[src/sv/legged_motion_mode_governor_macros.svh]
// Assertion macros shared by the motion mode governor modules.
`ifndef LEGGED_MOTION_MODE_GOVERNOR_MACROS_SVH
`define LEGGED_MOTION_MODE_GOVERNOR_MACROS_SVH

`ifndef SYNTHESIS
`define LMMG_ASSERT(lbl, prop) lbl: assert property (@(posedge clk) disable iff (!arst_n) \
	prop) else $error("motion mode governor assertion failed");
`define LMMG_ASSERT_ALWAYS(lbl, prop) lbl: assert property (@(posedge clk) prop) \
	else $error("motion mode governor invariant violated");
`else
`define LMMG_ASSERT(lbl, prop)
`define LMMG_ASSERT_ALWAYS(lbl, prop)
`endif

`endif

[src/sv/lmmg_pkg.sv]
// Shared types, codes and helpers for the motion mode governor.
package lmmg_pkg;

	localparam int WALK_GAIT = 1;

	localparam logic [17:0] ELAPSED_MAX = 18'h3FFFF;
	localparam logic [16:0] AGE_MAX     = 17'h1FFFF;

	localparam logic [1:0] REQ_TICK = 2'd0;
	localparam logic [1:0] REQ_VEL  = 2'd1;
	localparam logic [1:0] REQ_MODE = 2'd2;
	localparam logic [1:0] REQ_NONE = 2'd3;

	localparam logic [2:0] MCODE_AUTO    = 3'd0;
	localparam logic [2:0] MCODE_INVALID = 3'd7;

	localparam logic [2:0] CFG_TIMEOUT = 3'd0;
	localparam logic [2:0] CFG_LIM_VX  = 3'd1;
	localparam logic [2:0] CFG_LIM_VY  = 3'd2;
	localparam logic [2:0] CFG_LIM_WZ  = 3'd3;
	localparam logic [2:0] CFG_LIE     = 3'd4;
	localparam logic [2:0] CFG_RECOVER = 3'd5;
	localparam logic [2:0] CFG_RISE    = 3'd6;
	localparam logic [2:0] CFG_HOLD    = 3'd7;

	localparam logic [2:0] GAIT_IDLE = 3'd0;
	localparam logic [2:0] WALK_GAIT_CODE =
		(WALK_GAIT >= 2 && WALK_GAIT <= 4) ? 3'(WALK_GAIT) : 3'd1;

	typedef enum logic [2:0] {
		MODE_IDLE        = 3'd0,
		MODE_FORCE_STAND = 3'd1,
		MODE_WALK        = 3'd2,
		MODE_STAND_DOWN  = 3'd3,
		MODE_STAND_UP    = 3'd4,
		MODE_RECOVERY    = 3'd5
	} drive_mode_t;

	typedef struct packed {
		logic [15:0] timeout_ticks;
		logic [14:0] limit_vx;
		logic [14:0] limit_vy;
		logic [14:0] limit_wz;
		logic [17:0] edge_down;
		logic [17:0] edge_recover;
		logic [17:0] edge_rise;
		logic [17:0] edge_hold;
	} cfg_t;

	typedef struct packed {
		drive_mode_t        mode;
		logic [2:0]         gait;
		logic signed [15:0] vx;
		logic signed [15:0] vy;
		logic signed [15:0] wz;
	} res_t;

	function automatic logic signed [15:0] clamp_sym(logic signed [15:0] v, logic [14:0] lim);
		logic signed [15:0] l;
		l = $signed({1'b0, lim});
		if (v > l) begin
			return l;
		end else if (v < -l) begin
			return -l;
		end
		return v;
	endfunction

endpackage

[src/sv/lmmg_cfg.sv]
// Configuration registers and precomputed startup phase boundaries.
module lmmg_cfg (
	input  logic          clk,
	input  logic          arst_n,
	input  logic          wr_en,
	input  logic [2:0]    wr_index,
	input  logic [15:0]   wr_data,
	output lmmg_pkg::cfg_t cfg
);
	import lmmg_pkg::*;

	logic [15:0] timeout_q;
	logic [14:0] lim_vx_q;
	logic [14:0] lim_vy_q;
	logic [14:0] lim_wz_q;
	logic [15:0] lie_q;
	logic [15:0] recover_q;
	logic [15:0] rise_q;
	logic [15:0] hold_q;
	logic [17:0] edge_down_q;
	logic [17:0] edge_recover_q;
	logic [17:0] edge_rise_q;
	logic [17:0] edge_hold_q;
	logic [17:0] sum_lr;
	logic [17:0] sum_uh;

	always_ff @(posedge clk or negedge arst_n) begin
		if (!arst_n) begin
			timeout_q <= 16'd175;
			lim_vx_q  <= 15'd350;
			lim_vy_q  <= 15'd250;
			lim_wz_q  <= 15'd800;
			lie_q     <= 16'd1000;
			recover_q <= 16'd1000;
			rise_q    <= 16'd500;
			hold_q    <= 16'd500;
		end else if (wr_en) begin
			unique case (wr_index)
				CFG_TIMEOUT: timeout_q <= wr_data;
				CFG_LIM_VX:  lim_vx_q  <= wr_data[14:0];
				CFG_LIM_VY:  lim_vy_q  <= wr_data[14:0];
				CFG_LIM_WZ:  lim_wz_q  <= wr_data[14:0];
				CFG_LIE:     lie_q     <= wr_data;
				CFG_RECOVER: recover_q <= wr_data;
				CFG_RISE:    rise_q    <= wr_data;
				CFG_HOLD:    hold_q    <= wr_data;
			endcase
		end
	end

	assign sum_lr = {2'b00, lie_q} + {2'b00, recover_q};
	assign sum_uh = {2'b00, rise_q} + {2'b00, hold_q};

	always_ff @(posedge clk or negedge arst_n) begin
		if (!arst_n) begin
			edge_down_q    <= 18'd1000;
			edge_recover_q <= 18'd2000;
			edge_rise_q    <= 18'd2500;
			edge_hold_q    <= 18'd3000;
		end else begin
			edge_down_q    <= {2'b00, lie_q};
			edge_recover_q <= sum_lr;
			edge_rise_q    <= sum_lr + {2'b00, rise_q};
			edge_hold_q    <= sum_lr + sum_uh;
		end
	end

	assign cfg.timeout_ticks = timeout_q;
	assign cfg.limit_vx      = lim_vx_q;
	assign cfg.limit_vy      = lim_vy_q;
	assign cfg.limit_wz      = lim_wz_q;
	assign cfg.edge_down     = edge_down_q;
	assign cfg.edge_recover  = edge_recover_q;
	assign cfg.edge_rise     = edge_rise_q;
	assign cfg.edge_hold     = edge_hold_q;

endmodule

[src/sv/lmmg_core.sv]
// Governor state, mode selection and velocity clamping for one item.
`include "legged_motion_mode_governor_macros.svh"

module lmmg_core (
	input  logic               clk,
	input  logic               arst_n,
	input  lmmg_pkg::cfg_t     cfg,
	input  logic               fire,
	input  logic [1:0]         req_type,
	input  logic [2:0]         mode_code,
	input  logic signed [15:0] vel_x,
	input  logic signed [15:0] vel_y,
	input  logic signed [15:0] yaw_rate,
	output lmmg_pkg::res_t     res
);
	import lmmg_pkg::*;

	logic               override_q;
	logic               startup_q;
	drive_mode_t        held_mode_q;
	logic [17:0]        elapsed_q;
	logic               cmd_valid_q;
	logic [16:0]        cmd_age_q;
	logic signed [15:0] held_vx_q;
	logic signed [15:0] held_vy_q;
	logic signed [15:0] held_wz_q;
	drive_mode_t        mode_sel;
	logic               fresh;
	logic               vel_moving;

	always_comb begin
		priority if (override_q) begin
			mode_sel = held_mode_q;
		end else if (!startup_q) begin
			mode_sel = MODE_WALK;
		end else if (elapsed_q < cfg.edge_down) begin
			mode_sel = MODE_STAND_DOWN;
		end else if (elapsed_q < cfg.edge_recover) begin
			mode_sel = MODE_RECOVERY;
		end else if (elapsed_q < cfg.edge_rise) begin
			mode_sel = MODE_STAND_UP;
		end else if (elapsed_q < cfg.edge_hold) begin
			mode_sel = MODE_FORCE_STAND;
		end else begin
			mode_sel = MODE_WALK;
		end
	end

	assign fresh = cmd_valid_q && (cmd_age_q <= {1'b0, cfg.timeout_ticks});

	always_comb begin
		res.mode = mode_sel;
		res.gait = GAIT_IDLE;
		res.vx   = '0;
		res.vy   = '0;
		res.wz   = '0;
		if (mode_sel == MODE_WALK) begin
			res.gait = WALK_GAIT_CODE;
			if (fresh) begin
				res.vx = clamp_sym(held_vx_q, cfg.limit_vx);
				res.vy = clamp_sym(held_vy_q, cfg.limit_vy);
				res.wz = clamp_sym(held_wz_q, cfg.limit_wz);
			end
		end
	end

	assign vel_moving = (res.vx != '0) || (res.vy != '0) || (res.wz != '0);

	always_ff @(posedge clk or negedge arst_n) begin
		if (!arst_n) begin
			override_q  <= 1'b0;
			startup_q   <= 1'b1;
			held_mode_q <= MODE_WALK;
			elapsed_q   <= '0;
			cmd_valid_q <= 1'b0;
			cmd_age_q   <= '0;
			held_vx_q   <= '0;
			held_vy_q   <= '0;
			held_wz_q   <= '0;
		end else if (fire) begin
			unique case (req_type)
				REQ_VEL: begin
					held_vx_q   <= vel_x;
					held_vy_q   <= vel_y;
					held_wz_q   <= yaw_rate;
					cmd_valid_q <= 1'b1;
					cmd_age_q   <= '0;
				end
				REQ_MODE: begin
					priority if (mode_code == MCODE_AUTO) begin
						startup_q   <= 1'b1;
						override_q  <= 1'b0;
						elapsed_q   <= '0;
						held_vx_q   <= '0;
						held_vy_q   <= '0;
						held_wz_q   <= '0;
						cmd_valid_q <= 1'b0;
						cmd_age_q   <= '0;
					end else if (mode_code != MCODE_INVALID) begin
						startup_q   <= 1'b0;
						override_q  <= 1'b1;
						held_mode_q <= drive_mode_t'(mode_code - 3'd1);
						if (drive_mode_t'(mode_code - 3'd1) != MODE_WALK) begin
							held_vx_q   <= '0;
							held_vy_q   <= '0;
							held_wz_q   <= '0;
							cmd_valid_q <= 1'b0;
							cmd_age_q   <= '0;
						end
					end else begin
					end
				end
				REQ_TICK: begin
					if (elapsed_q != ELAPSED_MAX) begin
						elapsed_q <= elapsed_q + 18'd1;
					end
					if (cmd_age_q != AGE_MAX) begin
						cmd_age_q <= cmd_age_q + 17'd1;
					end
				end
				REQ_NONE: begin
				end
			endcase
		end
	end

	`LMMG_ASSERT_ALWAYS(a_override_excl, !(override_q && startup_q))
	`LMMG_ASSERT(a_vel_store, (fire && req_type == REQ_VEL) |=> (cmd_valid_q && cmd_age_q == '0))
	`LMMG_ASSERT(a_vel_walk, vel_moving |-> (res.mode == MODE_WALK && res.gait == WALK_GAIT_CODE))

endmodule

[src/sv/legged_motion_mode_governor.sv]
// Top level of the legged robot motion mode governor.
//
//  Channel   | Direction | Contents
//  s_axis    | in        | tuser: req_type; tdata: mode_code, vel_x, vel_y, yaw_rate
//  m_axis    | out       | tdata: drive_mode, gait, out_vx, out_vy, out_wz (ticks only)
//  cfg       | in        | cfg_index selects one of eight registers, cfg_data is the value
//
// One transaction is accepted per cycle while no tick waits in the input register; a tick's
// result is registered in the result register. The rate is set by the single pass from the
// input register through the state update into the result register. A tick waits in the input
// register while the result register is full and not taken; other transactions pass. Reset
// restores the register defaults and the startup sequence. cfg_ready is always high.
`include "legged_motion_mode_governor_macros.svh"

module legged_motion_mode_governor (
	input  logic        clk,
	input  logic        arst_n,
	input  logic        s_axis_tvalid,
	output logic        s_axis_tready,
	input  logic [55:0] s_axis_tdata,  // mode_code, vel_x, vel_y, yaw_rate, zero fill
	input  logic [1:0]  s_axis_tuser,  // req_type
	output logic        m_axis_tvalid,
	input  logic        m_axis_tready,
	output logic [55:0] m_axis_tdata,  // drive_mode, gait, out_vx, out_vy, out_wz, zero fill
	input  logic        cfg_valid,
	output logic        cfg_ready,
	input  logic [2:0]  cfg_index,
	input  logic [15:0] cfg_data
);
	import lmmg_pkg::*;

	cfg_t               cfg;
	res_t               res;
	res_t               res_q;
	logic               in_valid_s1;
	logic [1:0]         req_s1;
	logic [2:0]         code_s1;
	logic signed [15:0] vx_s1;
	logic signed [15:0] vy_s1;
	logic signed [15:0] wz_s1;
	logic               out_valid_q;
	logic               is_tick;
	logic               out_free;
	logic               proc;

	assign cfg_ready = 1'b1;

	lmmg_cfg u_cfg (
		.clk      (clk),
		.arst_n   (arst_n),
		.wr_en    (cfg_valid && cfg_ready),
		.wr_index (cfg_index),
		.wr_data  (cfg_data),
		.cfg      (cfg)
	);

	assign is_tick       = (req_s1 == REQ_TICK);
	assign out_free      = !out_valid_q || m_axis_tready;
	assign proc          = in_valid_s1 && (!is_tick || out_free);
	assign s_axis_tready = !in_valid_s1 || proc;

	lmmg_core u_core (
		.clk       (clk),
		.arst_n    (arst_n),
		.cfg       (cfg),
		.fire      (proc),
		.req_type  (req_s1),
		.mode_code (code_s1),
		.vel_x     (vx_s1),
		.vel_y     (vy_s1),
		.yaw_rate  (wz_s1),
		.res       (res)
	);

	always_ff @(posedge clk or negedge arst_n) begin
		if (!arst_n) begin
			in_valid_s1 <= 1'b0;
			out_valid_q <= 1'b0;
		end else begin
			if (s_axis_tready) begin
				in_valid_s1 <= s_axis_tvalid;
			end
			if (proc && is_tick) begin
				out_valid_q <= 1'b1;
			end else if (m_axis_tready) begin
				out_valid_q <= 1'b0;
			end
		end
	end

	always_ff @(posedge clk) begin
		if (s_axis_tvalid && s_axis_tready) begin
			req_s1  <= s_axis_tuser;
			code_s1 <= s_axis_tdata[2:0];
			vx_s1   <= s_axis_tdata[18:3];
			vy_s1   <= s_axis_tdata[34:19];
			wz_s1   <= s_axis_tdata[50:35];
		end
		if (proc && is_tick) begin
			res_q <= res;
		end
	end

	assign m_axis_tvalid = out_valid_q;
	assign m_axis_tdata  = {2'b00, res_q.wz, res_q.vy, res_q.vx, res_q.gait, res_q.mode};

	`LMMG_ASSERT(a_tick_result, (proc && is_tick) |=> out_valid_q)
	`LMMG_ASSERT(a_tick_waits, (in_valid_s1 && is_tick && !out_free) |=> (in_valid_s1 && $stable(req_s1)))
	`LMMG_ASSERT(a_other_flows, (in_valid_s1 && !is_tick) |-> s_axis_tready)

endmodule
[config.mk]
export PLATFORM = sky130hd
export DESIGN_NAME = legged_motion_mode_governor
export DESIGN_NICKNAME = d
export VERILOG_FILES = /design/src/sv/lmmg_pkg.sv /design/src/sv/lmmg_cfg.sv /design/src/sv/lmmg_core.sv /design/src/sv/legged_motion_mode_governor.sv
export VERILOG_INCLUDE_DIRS = /design/src /design/src/sv
export SDC_FILE = /design/constraint.sdc
export NUM_CORES = 1
export LEC_CHECK = 0
export ABC_AREA = 1
export BUFFER_PORTS_ARGS = -buffer_cell sky130_fd_sc_hd__buf_2
export CORE_MARGIN = 5
export CORE_UTILIZATION = 30
export CTS_CLUSTER_DIAMETER = 150
export DETAILED_ROUTE_END_ITERATION = 16
export SETUP_SLACK_MARGIN = 0.3
export SYNTH_ARGS = -nofsm -noshare
export SYNTH_HDL_FRONTEND = slang
export SYNTH_SLANG_ARGS = --single-unit
[constraint.sdc]
create_clock -name clk -period 2.95 [get_ports clk]
set_clock_uncertainty 0.1 [all_clocks]
set_input_delay 0.1475 -clock clk [delete_from_list [all_inputs] [get_ports clk]]
set_output_delay 0.1475 -clock clk [all_outputs]
set_load 0.05 [all_outputs]
* Word level (Yosys, flattened, before mapping)
Cells that the tools add are included.
Storage, ports and cells: output and inout port bits 59, register bits after elaboration 393, input bits 82
Cells by class: magnitude comparators 11, bitwise gates (word level) 1, reductions and logical operators 32, muxes and demuxes 53, equality and inequality tests 19, add/sub/neg operators 10
Operator list (count):
- 16-bit 2-to-1 mux | 12
- 16-bit case mux with 2 select lines | 3
- 17-bit 2-to-1 mux | 4
- 18-bit less-than comparator | 3
- 17-bit case mux with 3 select lines | 1
- 49-bit 2-to-1 mux | 1
- 16-bit > comparator | 3
- 16-bit less-than comparator | 3
- 48-bit 2-to-1 mux | 1
- 15-bit negation with 16-bit output | 3
- 18-bit 2-to-1 mux | 2
- 18-bit case mux with 2 select lines | 1
- 16-bit by 16-bit adder with 17-bit output | 2
- 1-bit 2-to-1 mux | 21
- 18-bit by 1-bit adder with 18-bit output, second input constant | 1
- 18-bit by 16-bit adder with 18-bit output | 1
- 18-bit adder | 1
- 18-bit by 16-bit less-than comparator with 1-bit output | 1
- 18-bit inequality test, second input constant | 1
- 2-bit AND reduction | 9
- 17-bit by 1-bit adder with 17-bit output, second input constant | 1
- 17-bit by 16-bit <= comparator with 1-bit output | 1
- 17-bit inequality test, second input constant | 1
- 3-bit 2-to-1 mux | 5
- 23 further kinds | 44

* Depth between registers and ports, before layout
Gate-level depths: netlist of the first run.
depth in word-level cells 12, gate-level depth with buffers 24, depth with buffers taken out 23

* By module
A second synthesis of the first run with hierarchy kept.
Unflattened totals: cell total of the unflattened synthesis 2971, area total of the unflattened synthesis 24340.8 um^2
Modules (own cells, without submodules):
- lmmg_core | sequential area each 2229.6 um^2, instances 1, area an instance 11417.2 um^2, cells each 1765
- lmmg_cfg | sequential area each 4941.0 um^2, instances 1, area an instance 9561.7 um^2, cells each 1080
- legged_motion_mode_governor | sequential area each 3263.1 um^2, instances 1, area an instance 3362.0 um^2, cells each 126

* Least setup slack after synthesis of the first run
No wires, ideal clock.
kind flip-flop to flip-flop, start register u_cfg.recover_q[0], end register u_cfg.edge_rise_q[17], path buffers 0, cell stages (with the launch flop) 20, data required time 2.722 ns, library setup time 0.128 ns, period minus slack after synthesis 3.265 ns, data arrival time 3.037 ns, setup slack -0.315 ns, cell sequence dfrtp_1 ha_1 fa_1 nand3_1 nand2_1 nand2_1 nand2_1 a21oi_1 o21ai_0 nand2_1 nand2_1 a21oi_1 xor2_1 ha_1 a21oi_1 o21ai_0 nand2_1 nand4_1 a21oi_1 nor2_1
On the way: longest elaborated chain between the ends 2
Ends and longest elaborated chain:
- start, declared | RTL line lmmg_cfg.sv:17 | logic [15:0] recover_q;
- start signal, assigned | RTL line lmmg_cfg.sv:44 | CFG_RECOVER: recover_q <= wr_data;
- 16-bit by 16-bit adder with 17-bit output | RTL line lmmg_cfg.sv:51 | assign sum_lr = {2'b00, lie_q} + {2'b00, recover_q};
- via u_cfg.sum_lr[10] | RTL line lmmg_cfg.sv:24 | logic [17:0] sum_lr;
- 18-bit by 16-bit adder with 18-bit output | RTL line lmmg_cfg.sv:63 | edge_rise_q <= sum_lr + {2'b00, rise_q};
- end signal, assigned | RTL line lmmg_cfg.sv:63
- end, declared | RTL line lmmg_cfg.sv:22 | logic [17:0] edge_rise_q;
The timed path passes the listed nets, and every way through them passes these cells. A chain may end at the register's enable or synchronous reset.

* Worst setup path in the final report of the first run
start register u_cfg.lim_vx_q[1], end register res_q, in the netlist m_axis_tdata[11] (data pin)
On the way: longest elaborated chain between the ends 7, elaborated cells between the ends (all ways) 10, classes of those cells add/sub (1); order compare (2); mux (7)
Ends and longest elaborated chain:
- start, declared | RTL line lmmg_cfg.sv:13 | logic [14:0] lim_vx_q;
- start signal, assigned | RTL line lmmg_cfg.sv:40 | CFG_LIM_VX: lim_vx_q <= wr_data[14:0];
- 15-bit negation with 16-bit output | RTL line lmmg_pkg.sv:63, lmmg_pkg.sv:64
- 16-bit less-than comparator | RTL line lmmg_pkg.sv:63 | end else if (v < -l) begin
- 1-bit 2-to-1 mux | RTL line lmmg_pkg.sv:63
- 1-bit 2-to-1 mux | RTL line lmmg_pkg.sv:61 | if (v > l) begin
- 1-bit 2-to-1 mux | RTL line lmmg_core.sv:59 | if (fresh) begin
- 1-bit 2-to-1 mux | RTL line lmmg_core.sv:57 | if (mode_sel == MODE_WALK) begin
- 16-bit 2-to-1 mux (*) | RTL line lmmg_pkg.sv:66 | return v;
- end signal, assigned | RTL line legged_motion_mode_governor.sv:100 | res_q <= res;
- end, declared | RTL line legged_motion_mode_governor.sv:34 | res_t res_q;
Mark *: on every way between the ends. The rest lies on a longest branch, timed or not. The select of a mux whose other input is x is not followed.

==> results of run 1 <==
==> per-stage QoR <==
stage | hold WS, ns | util | setup slack [ns] | instance area (um^2)
finish | 0.0577 | 0.423 | -0.225 | 33300
global route | 0.0315 | 0.423 | -0.447 | 33300
CTS | 0.0156 | 0.405 | -0.194 | 31900
detailed placement | 0.121 | 0.353 | -0.241 | 27800
global placement | 0.111 | 0.353 | -0.212 | 27800
floorplan | -0.248 | - | -0.0805 | 24000
==> cell families (layout without fill, tap and decap cells) <==
kind of cell               count (synthesis)  after routing  share of synthesized area
other                                      2              7                   0.000316
adders and majority gates                252            252                      0.134
buffers and inverters                    465           1052                     0.0764
AOI/OAI and AO/OA                        458            458                      0.102
xor gates and xnor gates                  86             86                     0.0317
and+or+nand+nor                         1183           1189                      0.219
DFF                                      390            390                      0.436
==> power by group through the flow <==
stage / clock network, uW / registers [uW] / logic (uW)
detailed placement: 0 / 7590 / 11800
CTS: 6000 / 7530 / 14100
finish: 5860 / 7600 / 15900
global placement: 0 / 7590 / 11700
floorplan: 0 / 7500 / 7310
global route: 6210 / 7710 / 17500
==> metal layers <==
layer  vias up  part of all wire
li1      10537                 -
met5         -           0.00039
met2       495              0.45
met1     10080              0.47
met3       125             0.050
met4         4             0.025
==> worst min path at each step <==
stage          slack [ns]                             to        start
2_1_floorplan       -0.25        in_valid_s1$_DFFE_PN0N_       arst_n
6_report             0.06  u_cfg.lim_vy_q[2]$_DFFE_PN0P_  cfg_data[2]
4_1_cts              0.02  u_cfg.lim_vy_q[2]$_DFFE_PN0P_  cfg_data[2]
3_3_place_gp         0.11    u_cfg.hold_q[1]$_DFFE_PN0P_       arst_n
5_1_grt              0.03  u_cfg.lim_vy_q[4]$_DFFE_PN1P_  cfg_data[4]
3_5_place_dp         0.12  u_cfg.lim_wz_q[1]$_DFFE_PN0P_       arst_n
==> critical path, delay by kind of cell, from the launching register on <==
family | cells | cell delay (ns)
and+or+nand+nor | 8 | 0.77
buffers and inverters | 7 | 0.67
DFF | 1 | 0.56
AOI/OAI and AO/OA | 3 | 0.40
adders and majority gates | 2 | 0.32
xor gates and xnor gates | 1 | 0.17
==> timing repair <==
item                       in CTS  in global routing
setup endpoints to repair     102                122
pin swaps                     169                148
hold endpoints to repair      284                  0
gates cloned                    8                  0
hold buffers                   71                  0
resized for setup             287                264
buffers inserted               63                 38
==> cell usage in the layout (no fill, tap or decap), drive strengths merged, types with 2 or more instances in the layout <==
cell         instances
clkinv              11
o21a                 3
xor2                61
a31oi                4
nor3                42
nand3              189
nor3b                4
o21ai              247
dfstp               71
o211ai               4
a21o                10
edfxtp             105
nor2               186
a211oi               5
buf                512
a21boi               2
nor4                15
inv                390
nand4               68
o31ai               13
o21bai              11
dlygate4sd3         71
diode                2
fa                   4
clkbuf              59
dfrtp              214
ha                 248
clkinvlp             2
xnor2               25
nand3b               5
nand2              678
a21oi              157
bufinv               7
conb                 5
==> layout make-up <==
| class | instances | area [um^2] | share of cell area |
|---|---|---|---|
| Multi-Input combinational cell | 1990 | 14000 | 0.420 |
| Sequential cell | 390 | 10400 | 0.312 |
| Clock buffer | 59 | 1190 | 0.0357 |
| Antenna cell | 2 | 5.00 | 0.000150 |
| Timing Repair Buffer | 583 | 4640 | 0.139 |
| Clock inverter | 21 | 329 | 0.00988 |
| Inverter | 389 | 1480 | 0.0443 |
| Tap cell | 1050 | 1310 | 0.0394 |
==> registers in the layout, indices dropped and copies added (netlist names), 16 cells and up <==
register	cells
m_axis_tdata	52
u_cfg.edge_down_q	16
u_cfg.edge_hold_q	18
u_cfg.edge_recover_q	17
u_cfg.edge_rise_q	18
u_cfg.hold_q	16
u_cfg.lie_q	16
u_cfg.recover_q	16
u_cfg.rise_q	16
u_cfg.timeout_q	16
u_core.cmd_age_q	17
u_core.elapsed_q	18
u_core.held_vx_q	16
u_core.held_vy_q	16
u_core.held_wz_q	16
vx_s1	16
vy_s1	16
wz_s1	16
==> impl_metrics.ini, run 1 <==
[drt]
drc = 0
wl_mm = 71.5
wl_per_cell_um = 16.0
antenna_left = 0
vias_per_cell = 4.74
drt_iter0_drc = 1349
vias = 21241
dr.pass1.iters = 5

[global_route]
grt_most_used_layer = met2
grt_pass1_vias = 20724
grt_pass1_wl_mm = 112
grtUsageMet3 = 0.0266
grt_max_degree = 85
met2_usage = 0.254
globalRouteTotalUtil = 0.160
globalRouteOverflowTotal = 0
antenna_found_initial = 5
grt_use_met1 = 0.230

[synth]
synth_area_leader_cell = dfrtp_1
ys_ff_latch = 390
postSynthCellCount = 2836
synth_top_area_frac = 0.225
ys_seq_area_frac = 0.436
syn_area_per_cell_um2 = 8.38
synth_top_flop_cell = dfrtp_1
synth_commonest_cells = nand2_1, inv_1, ha_1, o21ai_0, dfrtp_1
post-synth-top-count-cell = nand2_1
synth_cell_type_count = 48
synth.area.top_cells = dfrtp_1, edfxtp_1, ha_1
yosys_warnings = 0
syn_area_um2 = 23800
synthArstFlopShare = 0.731
synth_edf_count = 105

[sta]
hold_viol = 0
min_period_ns = 3.18
setup_viol = 62
slew_headroom = 0.336
worstMarginPinSlew_ns = 0.993
finalSetupTns_ns = -9.82
fmax_mhz = 315
rsz0062_at_grt = yes
post-route-period-util = 1.08
worst_slack_ns = -0.225
slew_violations = 0

[floorplan]
die_h_um = 292
io_pins = 141
core-area_um2 = 78700
start_util = 0.302
die_area_um2 = 85000
fp-row-count = 103
die_w_um = 292

[setup_path]
reg2reg_to = m_axis_tdata[11]$_SDFFCE_PN0P_
slowest_stage = dfstp_2
endpoint = m_axis_tdata[11]$_SDFFCE_PN0P_
critPathMaxFanout = 7
cp-end-kind = flip-flop
path_cells = inv_4 > ha_4 > nand2_4 > nor2_4 > buf_6 > inv_4 > nor2_4 > buf_6 > xor2_2 > inv_1 > ha_4 > a21oi_2 > o21ai_1 > a21oi_2 > nand3b_1 > nand2_4 > buf_8 > nand3_2 > nand2_1 > inv_1 > nor2_2
worstSetupStartpoint = u_cfg.lim_vx_q[1]$_DFFE_PN1P_
arrival_ns = 3.53
cp-start-kind = flip-flop
regToRegSetupSlack_ns = -0.23
crit_type = reg -> reg
worst-r2r-cell-count = 21
cpPeakStageDelay_ns = 0.56
r2r-start = u_cfg.lim_vx_q[1]$_DFFE_PN1P_
required_ns = 3.30

[job]
drv_cap = 0

[worst_hold_path]
hold_class = in -> reg
hold_depth = 3

[clock_network]
cts_buffers = 43
ctsRootBufferMaster = clkbuf_16
worstSkewPairLatency_ns = 0.61
cts.sinks = 390
cts_tree = done
path_clk_slew_ns = 0.06
clockBufferDepth = 3
htree_num_levels = 2

[placement]
routabilityCongestion = 0.886
dp_hpwl_mm = 48.9
io_buffers = 130
dp.cells = 4222

[pwr]
p_total_uw = 29400
clkPwrFrac = 0.199
power_density_nw_per_um2 = 882
pwr-share-comb = 0.542
p_int_uw = 17600
p_leak_uw = 0.0159
peakVddDrop_v = 0.000516
switchingPower_uw = 11800
p_seq_frac = 0.259
swShare = 0.401

[status]
violations = negative setup slack
status = finished with violations

[final_layout]
drive_gt1_frac = 0.339
syn_to_final_growth_pct = 40.1
finalNetCount = 3731
instances_no_fill = 4484
fill_cells = 7471
No activity file was read; power rests on OpenSTA's default activity.
==> run 2: changes to the inputs <==
--- a/config.mk
+++ b/config.mk
@@ -12,6 +12,8 @@
 export CORE_UTILIZATION = 30
 export CTS_CLUSTER_DIAMETER = 150
 export DETAILED_ROUTE_END_ITERATION = 16
+export GPL_ROUTABILITY_DRIVEN = 0
+export PLACE_DENSITY = 0.57
 export SETUP_SLACK_MARGIN = 0.3
 export SYNTH_ARGS = -nofsm -noshare
 export SYNTH_HDL_FRONTEND = slang
==> constraint.sdc (replaced) <==
create_clock -name clk -period 2.95 [get_ports clk]
set_clock_uncertainty 0.1 [all_clocks]
set_input_delay 0.4425 -clock clk [delete_from_list [all_inputs] [get_ports clk]]
set_output_delay 0.4425 -clock clk [all_outputs]
set_load 0.05 [all_outputs]
==> run 2 against run 1 <==
The flow still finishes with violations (negative setup slack). Wire length decreased by 3.5%. Via count decreased by 2.2%. Total power fell by 1.2%. Sequential power is essentially flat. Critical path type unchanged. Largest power group unchanged.
==> impl_metrics.ini, run 2 (synthesis gave the netlist of run 1 again) <==
[status]
violations = negative setup slack
status = finished with violations

[drt]
antenna_left = 0
drt_iter0_drc = 1171
vias_per_cell = 4.65
dr.pass1.iters = 5
wl_per_cell_um = 15.4
vias = 20769
drc = 0
wl_mm = 69.1

[global_route]
grt_pass1_wl_mm = 110
grt_max_degree = 87
antenna_found_initial = 3
grt_pass1_vias = 20794
globalRouteOverflowTotal = 0
globalRouteTotalUtil = 0.158

[sta]
finalSetupTns_ns = -9.77
slew_headroom = 0.383
slew_violations = 0
hold_viol = 0
post-route-period-util = 1.11
worstMarginPinSlew_ns = 0.923
setup_viol = 63
min_period_ns = 3.28
worst_slack_ns = -0.330
rsz0062_at_grt = yes
fmax_mhz = 305

[setup_path]
slowest_stage = dfrtp_1
regToRegSetupSlack_ns = -0.33
cpPeakStageDelay_ns = 0.39
cp-start-kind = flip-flop
critPathMaxFanout = 5
arrival_ns = 3.53
crit_type = reg -> reg
path_cells = inv_2 > ha_4 > nand2_4 > nor2_4 > nand2_2 > nor2_4 > nand2_2 > xor2_2 > ha_1 > nand2_1 > inv_2 > nand3_2 > nor3_2 > nand2_1 > nand2_1 > nand2_2 > nand2_8 > buf_12 > nand2_8 > nand2_2 > nand2_2 > inv_2 > nor2_4
cp_num_buf_inv = 4
path_delay_family = simple AND/OR/NAND/NOR gates
cp-end-kind = flip-flop
required_ns = 3.20
crit_top_cell = nand2_2

[pwr]
swShare = 0.398
p_leak_uw = 0.0158
pwr-share-comb = 0.533
peakVddDrop_v = 0.000497
p_int_uw = 17500
power_density_nw_per_um2 = 874
switchingPower_uw = 11600
clkPwrFrac = 0.206
p_seq_frac = 0.261

[final_layout]
largest_reg_flops = 52
syn_to_final_growth_pct = 39.7
layout_common_cells = nand2_1, buf_4, inv_1
finalNetCount = 3715
layout_commonest_cell = nand2_1
drive_gt1_frac = 0.340
final_cell_area_um2 = 33200

[clock_network]
clockBufferDepth = 3
cts_buffers = 46
ctsRootBufferMaster = clkbuf_16
htree_num_levels = 2
worstSkewPairLatency_ns = 0.60
cts_tree = done
path_clk_slew_ns = 0.06
cts.sinks = 390

[floorplan]
io_pins = 141
start_util = 0.302
die_w_um = 292
die_h_um = 292
core-area_um2 = 78700
die_area_um2 = 85000
fp-row-count = 103

[job]
drv_cap = 0

[placement]
postPlaceCellArea_um2 = 27900
dp_hpwl_mm = 48.9
io_buffers = 130

[worst_hold_path]
hold_class = in -> reg
run 2: stage by stage:
| step | cells | worst slack [ns] | utilization | hold WS (ns) | total power [uW] |
|---|---|---|---|---|---|
| after floorplan | 2839 | -0.0805 | - | 0.0469 | 14800 |
| after global placement | 4229 | -0.281 | 0.354 | 0.294 | 19200 |
| after detailed placement | 4229 | -0.293 | 0.354 | 0.295 | 19300 |
| after CTS | 4435 | -0.213 | 0.405 | 0.126 | 27600 |
| after global routing | 4469 | -0.476 | 0.422 | 0.169 | 31200 |
| final | 4471 | -0.330 | 0.422 | 0.157 | 29000 |
run 2: final cells by class:
class,instances,area [um^2]
diodes,2,5.00
clock buffers,62,1270
clock inverters,24,318
fillers,7664,45500
inverters,389,1470
multi-input cells,1991,14100
flip-flops and latches,390,10400
well taps,1050,1310
repair buffers,563,4400
run 2: power by group through the flow:
stage,clock (uW),combinational [uW],sequential [uW]
after global routing,6360,17200,7690
after floorplan,0,7310,7500
after detailed placement,0,11800,7570
after global placement,0,11700,7570
final,5990,15500,7570
after CTS,6130,13900,7530
run 2: worst paths after layout:
kind	from	endpoint	cells past startpoint
worst max-delay path	u_cfg.lim_vx_q[0]$_DFFE_PN0P_	m_axis_tdata[8]$_SDFFCE_PN0P_	23
worst min-delay path	cfg_data[15]	u_cfg.hold_q[15]$_DFFE_PN0P_	3
worst min register to register	u_cfg.lie_q[10]$_DFFE_PN0P_	u_cfg.edge_down_q[10]$_DFF_PN0_	0
max in group asynchronous	arst_n	u_cfg.timeout_q[0]$_DFFE_PN1P_	3
min in group asynchronous	arst_n	u_cfg.recover_q[0]$_DFFE_PN0P_	2
worst max register to register	u_cfg.lim_vx_q[0]$_DFFE_PN0P_	m_axis_tdata[8]$_SDFFCE_PN0P_	23
run 2: tightest hold or removal path: cells and delay by family:
family,cells,cell delay [ns]
AOI/OAI and AO/OA,1,0.08
buffers and inverters,2,0.28
run 2: repair_timing:
action                                 4_1_cts  5_1_grt
gates resized for setup                    279      242
hold buffers                                57        0
gates cloned                                 9        0
setup buffers                               54       34
endpoints found under the hold margin       95        0
pin swaps                                  175      134
setup endpoints to repair                  102      142
run 2: metal layers:
layer  part of all wire  global-route usage  vias to the layer above
met5            0.00029                   0                        -
met4              0.027              0.0500                        2
met3              0.045              0.0230                      103
met2               0.44               0.246                      376
met1               0.48               0.227                     9792
li1                   -                   -                    10496
